[config.mk]
export PLATFORM = sky130hd
export DESIGN_NAME = toy_isa_execute_with_cycle_count_unit_flat
export DESIGN_NICKNAME = d
export VERILOG_FILES = /design/src/rtl/tiecc_pkg.sv /design/src/rtl/tiecc_if.sv /design/src/rtl/toy_isa_execute_with_cycle_count_unit.sv /design/src/flat_wrapper.sv
export SDC_FILE = /design/constraint.sdc
export NUM_CORES = 1
export LEC_CHECK = 0
export BUFFER_PORTS_ARGS = -buffer_cell sky130_fd_sc_hd__clkbuf_2
export CAP_MARGIN = 30
export CELL_PAD_IN_SITES_DETAIL_PLACEMENT = 0
export CELL_PAD_IN_SITES_GLOBAL_PLACEMENT = 1
export CORE_MARGIN = 5
export CORE_UTILIZATION = 40
export DETAILED_ROUTE_END_ITERATION = 6
export PLACE_DENSITY_LB_ADDON = 0.1
export SETUP_SLACK_MARGIN = 0.02
export SLEW_MARGIN = 20
export SYNTH_ARGS = -nofsm -noshare
export SYNTH_HDL_FRONTEND = slang
export SYNTH_SLANG_ARGS = --single-unit
[constraint.sdc]
create_clock -name clk -period 5.5 [get_ports clk]
set_input_delay 1.1 -clock clk [delete_from_list [all_inputs] [get_ports clk]]
set_output_delay 1.1 -clock clk [all_outputs]
set_load 0.02 [all_outputs]
[src/rtl/tiecc_pkg.sv]
// Shared types, opcodes and sequencer states for the toy ISA execute unit.
// No dependencies; compile first.
package tiecc_pkg;

  localparam int unsigned DATA_W      = 32;
  localparam int unsigned STEP_W      = $clog2(DATA_W);
  localparam int unsigned CYC_W       = 48;
  localparam int unsigned FILL_CYCLES = 2;

  localparam logic [7:0] OP_SET  = 8'h00;
  localparam logic [7:0] OP_ADD  = 8'h10;
  localparam logic [7:0] OP_ADDI = 8'h11;
  localparam logic [7:0] OP_SUB  = 8'h20;
  localparam logic [7:0] OP_SUBI = 8'h21;
  localparam logic [7:0] OP_MUL  = 8'h30;
  localparam logic [7:0] OP_MULI = 8'h31;
  localparam logic [7:0] OP_DIV  = 8'h40;
  localparam logic [7:0] OP_DIVI = 8'h41;

  localparam logic [3:0] KIND_ADD = 4'h1;
  localparam logic [3:0] KIND_SUB = 4'h2;
  localparam logic [3:0] KIND_MUL = 4'h3;
  localparam logic [3:0] KIND_DIV = 4'h4;

  localparam logic [2:0] LAT_ALU = 3'd1;
  localparam logic [2:0] LAT_MUL = 3'd2;
  localparam logic [2:0] LAT_DIV = 3'd4;

  typedef enum logic [1:0] {
    ERR_NONE     = 2'd0,
    ERR_OPCODE   = 2'd1,
    ERR_RANGE    = 2'd2,
    ERR_DIV_ZERO = 2'd3
  } err_t;

  typedef enum logic [3:0] {
    S_IDLE,
    S_READ_X,
    S_READ_Y,
    S_LOAD_Y,
    S_ALU,
    S_MUL,
    S_DIV_CHK,
    S_ABS_X,
    S_ABS_Y,
    S_DIV,
    S_SIGN,
    S_FIN
  } state_t;

  typedef struct packed {
    logic [7:0] opcode;
    logic [7:0] dest_index;
    logic [7:0] src_index;
    logic [7:0] src_or_imm;
    logic       last_instr;
  } instr_t;

  typedef struct packed {
    logic                     wrote;
    logic [7:0]               written_reg;
    logic signed [DATA_W-1:0] written_value;
    logic [2:0]               latency;
    logic [CYC_W-1:0]         total_cycles;
    err_t                     error_code;
    logic                     program_done;
  } result_t;

  function automatic logic op_arith(input logic [7:0] op);
    return op == OP_ADD || op == OP_ADDI || op == OP_SUB || op == OP_SUBI ||
           op == OP_MUL || op == OP_MULI || op == OP_DIV || op == OP_DIVI;
  endfunction

  function automatic logic [2:0] op_latency(input logic [7:0] op);
    logic [2:0] lat;
    lat = LAT_ALU;
    if (op == OP_MUL || op == OP_MULI) lat = LAT_MUL;
    if (op == OP_DIV || op == OP_DIVI) lat = LAT_DIV;
    return lat;
  endfunction

endpackage

[src/rtl/tiecc_if.sv]
// Valid/ready channels for instructions and results.
// Depends on tiecc_pkg.
interface tiecc_instr_if;
  logic              valid;
  logic              ready;
  tiecc_pkg::instr_t data;

  modport source (output valid, output data, input ready);
  modport sink (input valid, input data, output ready);
endinterface

interface tiecc_result_if;
  logic               valid;
  logic               ready;
  tiecc_pkg::result_t data;

  modport source (output valid, output data, input ready);
  modport sink (input valid, input data, output ready);
endinterface

[src/rtl/toy_isa_execute_with_cycle_count_unit.sv]
// Toy ISA execute unit: register file, shared-adder sequencer, cycle total.
// Depends on tiecc_pkg and the channel interfaces in tiecc_if.sv.
//
// Executes one instruction per transfer on instr and returns one result per
// transfer on result. The block works on one instruction at a time: instr.ready
// is high only while the sequencer is idle, and a finished result sits in an
// output register, so the next instruction is taken while that result still
// waits. All arithmetic runs through one 33-bit add/subtract unit under the
// sequencer. Set and opcode or range errors go straight to the finish state;
// add and sub read both operands and take one adder step; multiply does one
// shift-add bit per cycle; divide does a zero check (a divide by zero stops
// there), two magnitude steps, one restoring bit per cycle and a sign fix.
// The finish state holds while the result side stalls. The register file is a
// NUM_REGS-entry memory with one registered read port, read once per source
// operand; a valid bit per entry makes every register read as zero after
// reset, so no clearing pass is needed. Register numbers at or above NUM_REGS
// flag a range error. total_cycles starts at two and saturates at 2^48-1.
module toy_isa_execute_with_cycle_count_unit #(
  parameter int unsigned NUM_REGS = 16
) (
  input  logic                  clk,
  input  logic                  rst,
  tiecc_instr_if.sink           instr,
  tiecc_result_if.source        result
);
  import tiecc_pkg::*;

  localparam int unsigned IDX_W      = $clog2(NUM_REGS);
  localparam logic [8:0]  NUM_REGS_L = 9'(NUM_REGS);

  // sequencer
  state_t state, state_next;

  // latched instruction
  logic [7:0]  op_q;
  logic [7:0]  d_q;
  logic [7:0]  a_q;
  logic [7:0]  b_q;
  logic        last_q;
  logic        imm_q;
  logic [2:0]  lat_q;
  err_t        err_q;
  err_t        dec_err;

  // datapath
  logic [DATA_W-1:0] x;
  logic [DATA_W-1:0] y;
  logic [DATA_W-1:0] acc;
  logic              neg;
  logic [STEP_W-1:0] cnt;

  // shared adder
  logic [DATA_W:0]   add_a;
  logic [DATA_W:0]   add_b;
  logic              add_sub;
  logic [DATA_W+1:0] add_sum;

  // register file
  logic [DATA_W-1:0] rf_mem [NUM_REGS];
  logic [NUM_REGS-1:0] rf_vld;
  logic [IDX_W-1:0]  rd_addr;
  logic [DATA_W-1:0] rd_data;
  logic              rd_hit;
  logic [DATA_W-1:0] rd_val;

  // cycle total and output register
  logic [CYC_W-1:0]  cyc_total;
  logic [CYC_W:0]    cyc_sum;
  logic [CYC_W-1:0]  cyc_next;
  logic              out_vld;
  result_t           out_data;
  logic              out_free;
  logic              accept;
  logic              fin_go;

  assign accept   = instr.valid && instr.ready;
  assign out_free = !out_vld || result.ready;
  assign fin_go   = (state == S_FIN) && out_free;

  assign result.valid = out_vld;
  assign result.data  = out_data;

  // Decode errors known at transfer time: opcode, then register range.
  always_comb begin
    dec_err = ERR_NONE;
    if (instr.data.opcode == OP_SET) begin
      if ({1'b0, instr.data.dest_index} >= NUM_REGS_L) dec_err = ERR_RANGE;
    end else if (op_arith(instr.data.opcode)) begin
      if ({1'b0, instr.data.dest_index} >= NUM_REGS_L ||
          {1'b0, instr.data.src_index} >= NUM_REGS_L ||
          (instr.data.opcode[3:0] != 4'h1 &&
           {1'b0, instr.data.src_or_imm} >= NUM_REGS_L)) begin
        dec_err = ERR_RANGE;
      end
    end else begin
      dec_err = ERR_OPCODE;
    end
  end

  // Next state.
  always_comb begin
    state_next = state;
    unique case (state)
      S_IDLE: begin
        if (accept) begin
          if (dec_err != ERR_NONE || instr.data.opcode == OP_SET) state_next = S_FIN;
          else state_next = S_READ_X;
        end
      end
      S_READ_X: state_next = S_READ_Y;
      S_READ_Y: state_next = S_LOAD_Y;
      S_LOAD_Y: begin
        unique case (op_q[7:4])
          KIND_ADD, KIND_SUB: state_next = S_ALU;
          KIND_MUL:           state_next = S_MUL;
          KIND_DIV:           state_next = S_DIV_CHK;
          default:            state_next = S_FIN;
        endcase
      end
      S_ALU:     state_next = S_FIN;
      S_MUL:     if (cnt == STEP_W'(DATA_W - 1)) state_next = S_FIN;
      S_DIV_CHK: state_next = (y == '0) ? S_FIN : S_ABS_X;
      S_ABS_X:   state_next = S_ABS_Y;
      S_ABS_Y:   state_next = S_DIV;
      S_DIV:     if (cnt == STEP_W'(DATA_W - 1)) state_next = S_SIGN;
      S_SIGN:    state_next = S_FIN;
      S_FIN:     if (out_free) state_next = S_IDLE;
      default:   state_next = S_IDLE;
    endcase
  end

  // Sequencer outputs: handshake, read address, adder operands.
  always_comb begin
    instr.ready = 1'b0;
    rd_addr     = a_q[IDX_W-1:0];
    add_a       = '0;
    add_b       = '0;
    add_sub     = 1'b0;
    unique case (state)
      S_IDLE:   instr.ready = 1'b1;
      S_READ_X: rd_addr = a_q[IDX_W-1:0];
      S_READ_Y: rd_addr = b_q[IDX_W-1:0];
      S_ALU: begin
        add_a   = {1'b0, x};
        add_b   = {1'b0, y};
        add_sub = (op_q[7:4] == KIND_SUB);
      end
      S_MUL: begin
        add_a = {1'b0, acc};
        add_b = {1'b0, x};
      end
      S_ABS_X, S_SIGN: begin
        add_b   = {1'b0, x};
        add_sub = 1'b1;
      end
      S_ABS_Y: begin
        add_b   = {1'b0, y};
        add_sub = 1'b1;
      end
      S_DIV: begin
        add_a   = {acc, x[DATA_W-1]};
        add_b   = {1'b0, y};
        add_sub = 1'b1;
      end
      default: ;
    endcase
  end

  // Carry out high on subtract means no borrow.
  assign add_sum = {1'b0, add_a} + {1'b0, add_sub ? ~add_b : add_b} + (DATA_W+2)'(add_sub);

  assign rd_val   = rd_hit ? rd_data : '0;
  assign cyc_sum  = {1'b0, cyc_total} + (CYC_W+1)'(lat_q);
  assign cyc_next = cyc_sum[CYC_W] ? '1 : cyc_sum[CYC_W-1:0];

  // Register file: one registered read port, one write port.
  always_ff @(posedge clk) begin
    rd_data <= rf_mem[rd_addr];
    rd_hit  <= rf_vld[rd_addr];
    if (fin_go && err_q == ERR_NONE) rf_mem[d_q[IDX_W-1:0]] <= acc;
  end

  always_ff @(posedge clk) begin
    if (rst) begin
      rf_vld <= '0;
    end else if (fin_go && err_q == ERR_NONE) begin
      rf_vld[d_q[IDX_W-1:0]] <= 1'b1;
    end
  end

  // Control state.
  always_ff @(posedge clk) begin
    if (rst) begin
      state     <= S_IDLE;
      cyc_total <= CYC_W'(FILL_CYCLES);
      out_vld   <= 1'b0;
    end else begin
      state <= state_next;
      if (fin_go) begin
        cyc_total <= cyc_next;
        out_vld   <= 1'b1;
      end else if (result.ready) begin
        out_vld <= 1'b0;
      end
    end
  end

  // Datapath and latched instruction.
  always_ff @(posedge clk) begin
    unique case (state)
      S_IDLE: begin
        if (accept) begin
          op_q   <= instr.data.opcode;
          d_q    <= instr.data.dest_index;
          a_q    <= instr.data.src_index;
          b_q    <= instr.data.src_or_imm;
          last_q <= instr.data.last_instr;
          imm_q  <= (instr.data.opcode[3:0] == 4'h1);
          lat_q  <= op_latency(instr.data.opcode);
          err_q  <= dec_err;
          acc    <= {{(DATA_W-8){1'b0}}, instr.data.src_index};
        end
      end
      S_READ_Y: x <= rd_val;
      S_LOAD_Y: begin
        y   <= imm_q ? {{(DATA_W-8){1'b0}}, b_q} : rd_val;
        acc <= '0;
        cnt <= '0;
      end
      S_ALU: acc <= add_sum[DATA_W-1:0];
      S_MUL: begin
        if (y[0]) acc <= add_sum[DATA_W-1:0];
        x   <= {x[DATA_W-2:0], 1'b0};
        y   <= {1'b0, y[DATA_W-1:1]};
        cnt <= cnt + 1'b1;
      end
      S_DIV_CHK: begin
        if (y == '0) err_q <= ERR_DIV_ZERO;
        neg <= x[DATA_W-1] ^ (!imm_q && y[DATA_W-1]);
      end
      S_ABS_X: if (x[DATA_W-1]) x <= add_sum[DATA_W-1:0];
      S_ABS_Y: begin
        if (!imm_q && y[DATA_W-1]) y <= add_sum[DATA_W-1:0];
        acc <= '0;
        cnt <= '0;
      end
      S_DIV: begin
        // restoring step: keep the difference when it does not borrow
        if (add_sum[DATA_W+1]) acc <= add_sum[DATA_W-1:0];
        else acc <= {acc[DATA_W-2:0], x[DATA_W-1]};
        x   <= {x[DATA_W-2:0], add_sum[DATA_W+1]};
        cnt <= cnt + 1'b1;
      end
      S_SIGN: acc <= neg ? add_sum[DATA_W-1:0] : x;
      S_FIN: begin
        if (out_free) begin
          out_data.wrote         <= (err_q == ERR_NONE);
          out_data.written_reg   <= (err_q == ERR_NONE) ? d_q : 8'd0;
          out_data.written_value <= (err_q == ERR_NONE) ? $signed(acc) : '0;
          out_data.latency       <= lat_q;
          out_data.total_cycles  <= cyc_next;
          out_data.error_code    <= err_q;
          out_data.program_done  <= last_q;
        end
      end
      default: ;
    endcase
  end

  // Checks.
  a_accept_leaves_idle: assert property (@(posedge clk) disable iff (rst)
    accept |=> state != S_IDLE)
    else $error("sequencer stayed idle after an instruction transfer");

  a_write_is_clean: assert property (@(posedge clk) disable iff (rst)
    out_vld && out_data.wrote |->
      out_data.error_code == ERR_NONE && {1'b0, out_data.written_reg} < NUM_REGS_L)
    else $error("register write reported with an error or bad index");

  a_div_zero_latency: assert property (@(posedge clk) disable iff (rst)
    out_vld && out_data.error_code == ERR_DIV_ZERO |-> out_data.latency == LAT_DIV)
    else $error("divide by zero reported with wrong latency");

  a_total_floor: assert property (@(posedge clk) disable iff (rst)
    cyc_total >= CYC_W'(FILL_CYCLES))
    else $error("cycle total below fill cycles");

  a_fin_loads_output: assert property (@(posedge clk) disable iff (rst)
    fin_go |=> out_vld && state == S_IDLE)
    else $error("finished instruction did not reach the output register");

endmodule
[src/flat_wrapper.sv]
// flat-port wrapper written by rule: the top's interface ports become plain ports
module toy_isa_execute_with_cycle_count_unit_flat import tiecc_pkg::*;
#(
  parameter int unsigned NUM_REGS = 16
)
  (clk, rst, instr_valid, instr_data, instr_ready, result_valid, result_data, result_ready);
  tiecc_instr_if instr_i ();
  tiecc_result_if result_i ();
  input  logic clk;
  input  logic rst;
  input wire logic [$bits(instr_i.valid)-1:0] instr_valid;
  input wire logic [$bits(instr_i.data)-1:0] instr_data;
  output wire logic [$bits(instr_i.ready)-1:0] instr_ready;
  output wire logic [$bits(result_i.valid)-1:0] result_valid;
  output wire logic [$bits(result_i.data)-1:0] result_data;
  input wire logic [$bits(result_i.ready)-1:0] result_ready;
  assign instr_i.valid = instr_valid;
  assign instr_i.data = instr_data;
  assign instr_ready = instr_i.ready;
  assign result_valid = result_i.valid;
  assign result_data = result_i.data;
  assign result_i.ready = result_ready;
  toy_isa_execute_with_cycle_count_unit #(.NUM_REGS(NUM_REGS)) u_core (.clk(clk), .rst(rst), .instr(instr_i), .result(result_i));
endmodule
==> impl_metrics.ini, run 1 <==
[die]
die_w_um = 314
start_util_pct = 40.3
coreArea_mm2 = 0.0917
pin_count = 134
num_rows = 111
fp.dieH_um = 314
die_area_mm2 = 0.0984

[critical_path]
r2r_cells = 16
startpoint_type = flip-flop
endpoint_kind = flip-flop
path_cells = and4b_1 > a21oi_1 > and2_1 > inv_2 > buf_4 > xnor2_1 > ha_1 > a21o_1 > a21o_1 > a21oi_1 > o21a_1 > o21a_1 > o21ai_0 > or2_2 > nor2_1 > o211ai_1
slowest_delay_ns = 0.56
rrSetupSlack_ns = 0.29
cp_num_buf_inv = 2
cp_slowest_cell = dfxtp_1
cp_top_family = compound AO/OA/AOI/OAI gates
path_class = reg2reg
worstPathArrival_ns = 5.61
worst-path-stages = 16
path_max_fanout = 15
cp.required_ns = 5.90

[timing]
final_hold_viol_count = 0
hold_slack_ns = 0.420
period_needed_ns = 5.21
slew-limit-headroom_pct = 34.8
setup_violations = 0
rsz0062_at_grt = false
tightestPinTransition_ns = 0.975
drv_slew = 0
period_share_pct = 94.7
max_freq_ghz = 0.192
tns_ns = 0
finClkSkew_ns = 0.0297

[drt]
drtIter0Drc = 2326
drt_pre_antenna_iters = 7
num_vias = 23700
drc = 0
avgRoutedWirePerCell_um = 27.0
ant_nets = 0
viasPerCell = 5.92
postRouteWirelength_um = 108000

[clock_network]
cts_sinks = 842
cts_tree = yes
clk_pin_slew_ns = 0.06
cts_made_buffers = 94
ctsHoldBuffers = 0
htree_num_levels = 3
clk-insertion-delay-late_ns = 0.68
cts_max_path_buffers = 3
cts_root_buf = clkbuf_16

[synthesis]
synth-seq-cells = 842
synth.top_cell.area_share_pct = 60.2
synth.top_cells.by_area = edfxtp_1 60%, mux4_2 8.1%, dfxtp_1 5.5%
async_flop_share_pct = 0
yosysSeqAreaShare_pct = 65.8
synth_nets = 2653
yosysTopAreaCell = edfxtp_1
synth-edff-count = 740
synth_flop_cell = edfxtp_1
syn_avg_cell_area_um2 = 14.3
synth_area_mm2 = 0.0369
syn_inst = 2577
yosys_warnings = 0
yosysUniqueCellTypes = 81

[finish]
drive_gt1_share_pct = 20.5
layout_common_cells = 740 x edfxtp_1, 239 x nand2_1, 146 x nor2_1, 133 x clkbuf_2, 132 x mux4_2
fin_util_pct = 46.5
fillers = 8112
syn2layout_area_growth_pct = 15.6
nets = 2819
layout_commonest_cell = edfxtp_1

[flow_run]
drv_cap = 0

[power]
p_per_area_mw_per_mm2 = 499
p_leak_nw = 14.8
total_power_w = 0.0213
max-vdd-ir-drop_mv = 0.272

[min_path]
hold_depth = 0
min_path_type = reg2reg

[global_routing]
grt_pass1_wl_um = 160000
antenna_found_initial = 2
overflow = 0
grt_use_total_pct = 21.6
grt_pass1_vias = 23900
grt_max_degree = 70

[place]
io_buffers = 133
place_hpwl_um = 70100
gp_congestion = 0.903

[outcome]
outcome = finished clean
## what timing repair did
action                                  in CTS  in global routing
resized for setup                            0                  7
setup buffers                                0                  0
endpoints found under the setup margin       0                 44
## where the power goes
| group | total [W] | switching [W] | internal (W) |
|---|---|---|---|
| Clock | 0.00627 | 0.00266 | 0.00361 |
| Sequential | 0.00964 | 0.00134 | 0.00831 |
| Combinational | 0.00537 | 0.00329 | 0.00208 |
## registers in the layout, indices dropped and copies added, names as in the netlist
name and count:
u_core.rd_hit 1, u_core.result.data 95, u_core.cnt 5, u_core.rd_data 32
u_core.op_q 4, u_core.acc 32, u_core.err_q 2, u_core.d_q 8
u_core.rf_mem 512, u_core.neg 1, u_core.imm_q 1, u_core.last_q 1
u_core.a_q 4, u_core.b_q 8, u_core.y 32, u_core.rf_vld 16
u_core.x 32, u_core.cyc_total 48, u_core.result.valid 1, u_core.lat_q 3
u_core.state 4
## path summary, 6_finish.rpt
check	start	to
max	u_core.state[0]	u_core.acc[25]
min	u_core.last_q	u_core.result.data[0]
max reg2reg	u_core.state[0]	u_core.acc[25]
min reg2reg	u_core.last_q	u_core.result.data[0]
## kinds of logic after synthesis
family	synth area share, %
multiplexers	9.19
XOR/XNOR	2.61
flip-flops	65.8
AO/OA/AOI/OAI	10.2
buffers and inverters	2.36
AND/OR/NAND/NOR	8.52
adder cells (fa/ha/maj)	1.36
## per-layer routing
metal	track usage, %	share of wire, %	vias up
li1	-	-	10400
met1	29.7	43	12300
met2	36.3	49	816
met3	3.42	5.5	163
met4	5.25	2.4	0
met5	0	0	-
## cell usage after synthesis, types with 32 or more instances
library cell    n
ha_1           37
nand3_1        46
a32oi_1        55
nor2_1        161
inv_1          63
a21oi_1        86
a211oi_1       46
a31oi_1        41
o21ai_0        92
dfxtp_1       102
clkbuf_1      121
and2_1         81
mux4_2        132
xnor2_1        63
a22oi_1        32
xor2_1         47
edfxtp_1      740
nand2_1       242
a222oi_1       37
## worst reg2reg max path, cell delays in order, from the launching register on
cell      delay (ns)
dfxtp_1         0.56
and4b_1         0.44
a21oi_1         0.15
and2_1          0.22
inv_2           0.34
buf_4           0.39
xnor2_1         0.14
ha_1            0.42
a21o_1          0.21
a21o_1          0.18
a21oi_1         0.40
o21a_1          0.23
o21a_1          0.15
o21ai_0         0.09
or2_2           0.38
nor2_1          0.49
o211ai_1        0.14
## through the flow
| step | area, um^2 | cells | worst slack [ns] |
|---|---|---|---|
| 2_1_floorplan | 36900 | 2577 | 0.489 |
| 3_3_place_gp | 39400 | 3828 | 0.300 |
| 3_5_place_dp | 39500 | 3833 | 0.232 |
| 4_1_cts | 42600 | 4010 | 0.161 |
| 5_1_grt | 42600 | 4010 | 0.0258 |
| 6_report | 42600 | 4011 | 0.291 |
## final cells by class
class | count | area [um^2] | share of cell area [%]
Multi-Input combinational cell | 1514 | 12000 | 28.1
Tap cell | 1186 | 1480 | 3.48
Clock buffer | 119 | 2480 | 5.81
Clock inverter | 58 | 616 | 1.44
Timing Repair Buffer | 226 | 1550 | 3.64
Sequential cell | 842 | 24300 | 56.9
Antenna cell | 1 | 2.50 | 0.00587
Inverter | 65 | 249 | 0.584
No activity file was read; power rests on OpenSTA's default activity.
==> run 2, diff against run 1 <==
Settings changed: CORE_UTILIZATION 40 to 52.
Clock period 5.5 ns to 5.6 ns, I/O delays scaled along.
==> run 2 against run 1 <==
  * The run now ends with DRC left
  * Clock-buffer cell count rose by 2
  * Critical path type unchanged
  * Clock power shrank 6.1%
  * Routed wire length shrank 5.3%
==> impl_metrics.ini, run 2 (synthesized netlist as in run 1, its figures left out) <==
[drt]
num_vias = 23800
drtIter0Drc = 2693
avgRoutedWirePerCell_um = 27.4
drt_pre_antenna_iters = 7
ant_nets = 0
postRouteWirelength_um = 102000
viasPerCell = 6.36
drc = 11

[power]
p_per_area_mw_per_mm2 = 488
max-vdd-ir-drop_mv = 0.350
p_leak_nw = 14.6

[global_routing]
grt_pass1_wl_um = 153000
grt_pass1_vias = 23700
antenna_found_initial = 1
grt_use_total_pct = 26.1
grt_max_degree = 70
overflow = 0

[timing]
tightestPinTransition_ns = 0.994
rsz0062_at_grt = false
finClkSkew_ns = 0.0337
setup_violations = 0
max_freq_ghz = 0.189
slew-limit-headroom_pct = 33.7
timing.final.ws_setup_ns = 0.321
period_needed_ns = 5.28
tns_ns = 0
period_share_pct = 94.3
final_hold_viol_count = 0
drv_slew = 0

[finish]
final_area_mm2 = 0.0420
syn2layout_area_growth_pct = 13.7
drive_gt1_share_pct = 19.7
layout_common_cells = 740 x edfxtp_1, 242 x nand2_1, 147 x nor2_1, 133 x clkbuf_2, 132 x mux4_2
insertedDiodeCount = 0
layout_commonest_cell = edfxtp_1
largest_register_ffs = 512
fillers = 5466
nets = 2802

[clock_network]
cts_resized = 0
postCtsSetupRepairBufs = 0
ctsHoldBuffers = 0
cts_sinks = 842
cts_made_buffers = 88
clk_pin_slew_ns = 0.07
cts_root_buf = clkbuf_16
cts_tree = yes
cts_max_path_buffers = 3
htree_num_levels = 3
clk-insertion-delay-late_ns = 0.65

[critical_path]
slowest_delay_ns = 0.71
startpoint_type = flip-flop
cp_slowest_cell = dfxtp_1
rrSetupSlack_ns = 0.32
rr_startpoint = u_core.state[0]
worstPathArrival_ns = 5.66
endpoint_kind = flip-flop
startpoint = u_core.state[0]
path_cells = and4b_1 > a21oi_1 > and2_1 > inv_2 > buf_12 > xnor2_1 > ha_1 > a21oi_2 > o21ai_1 > a211o_1 > a2111oi_4 > nand3b_2 > a21boi_2 > o31ai_4 > buf_4 > mux2i_1 > a221o_1
cp.required_ns = 5.98
path_class = reg2reg
path_max_fanout = 30

[die]
die_area_mm2 = 0.0764
fp.dieH_um = 276
num_rows = 97
start_util_pct = 52.6
coreArea_mm2 = 0.0701
pin_count = 134
die_w_um = 276

[place]
place_hpwl_um = 64300
placed_area_mm2 = 0.0390
io_buffers = 133
pre_cts_slack_ns = 0.302
gp_congestion = 0.941

[outcome]
violations = DRC
outcome = finished, violations left

[min_path]
min_from = u_core.last_q
min_path_type = reg2reg

[flow_run]
drv_cap = 0
==> run 2: cell count changes in the layout (fill, tap and decap cells not counted), moves of 2 or more <==
cell	change
clkbuf_8	+5
buf_4	-6
nand2_2	-3
inv_6	-5
buf_12	-2
clkinv_4	-2
clkinv_1	-8
nand2_1	+3
buf_16	-2
clkinv_2	-3
clkinvlp_4	-2
clkbuf_1	+2
clkbuf_16	-5
==> run 2: report_power, final <==
| part | internal, W | total [W] | switching, W |
|---|---|---|---|
| registers | 0.00816 | 0.00944 | 0.00128 |
| logic | 0.00198 | 0.00514 | 0.00316 |
| clock network | 0.00346 | 0.00589 | 0.00243 |
| total | 0.0136 | 0.0205 | 0.00688 |
==> run 2: final timing paths <==
check / endpoint / cells after the start
worst max-delay path: u_core.acc[8] / 17
worst min register to register: u_core.result.data[0] / 0
worst max register to register: u_core.acc[8] / 17
worst min-delay path: u_core.result.data[0] / 0
==> run 2: cell type report <==
class / count / area [um^2] / area share, %
multi-input cells: 1514 / 12000 / 28.5
well taps: 940 / 1180 / 2.80
clock inverters: 37 / 474 / 1.13
inverters: 65 / 249 / 0.593
repair buffers: 215 / 1410 / 3.36
clock buffers: 121 / 2430 / 5.79
flip-flops and latches: 842 / 24300 / 57.8
==> run 2: worst max-delay path: cells and delay by family, from the launching register on <==
| family | cells | cell delay, ns |
|---|---|---|
| compound gates | 8 | 1.98 |
| xor+xnor | 1 | 0.13 |
| fa+ha+maj | 1 | 0.43 |
| buf+inv | 3 | 0.72 |
| flops | 1 | 0.71 |
| mux | 1 | 0.12 |
| simple gates | 3 | 0.88 |
==> run 2: metrics by stage <==
stage / utilization, % / power [W] / instances / hold WS [ns]
floorplan: - / 0.0124 / 2577 / 0.400
global placement: 55.5 / 0.0145 / 3571 / 0.419
detailed placement: 55.6 / 0.0146 / 3575 / 0.427
CTS: 59.8 / 0.0205 / 3733 / 0.440
global route: 59.8 / 0.0213 / 3734 / 0.448
finish: 59.8 / 0.0205 / 3734 / 0.436
==> run 2: per-layer routing <==
layer | vias up | share of wire [%] | GRT usage, % | wire [um]
li1 | 10400 | - | - | -
met1 | 12100 | 42 | 36.8 | 43200
met2 | 1081 | 48 | 43.2 | 49000
met3 | 163 | 7.3 | 3.90 | 7450
met4 | 0 | 2.8 | 6.90 | 2820
met5 | - | 0 | 0 | 0
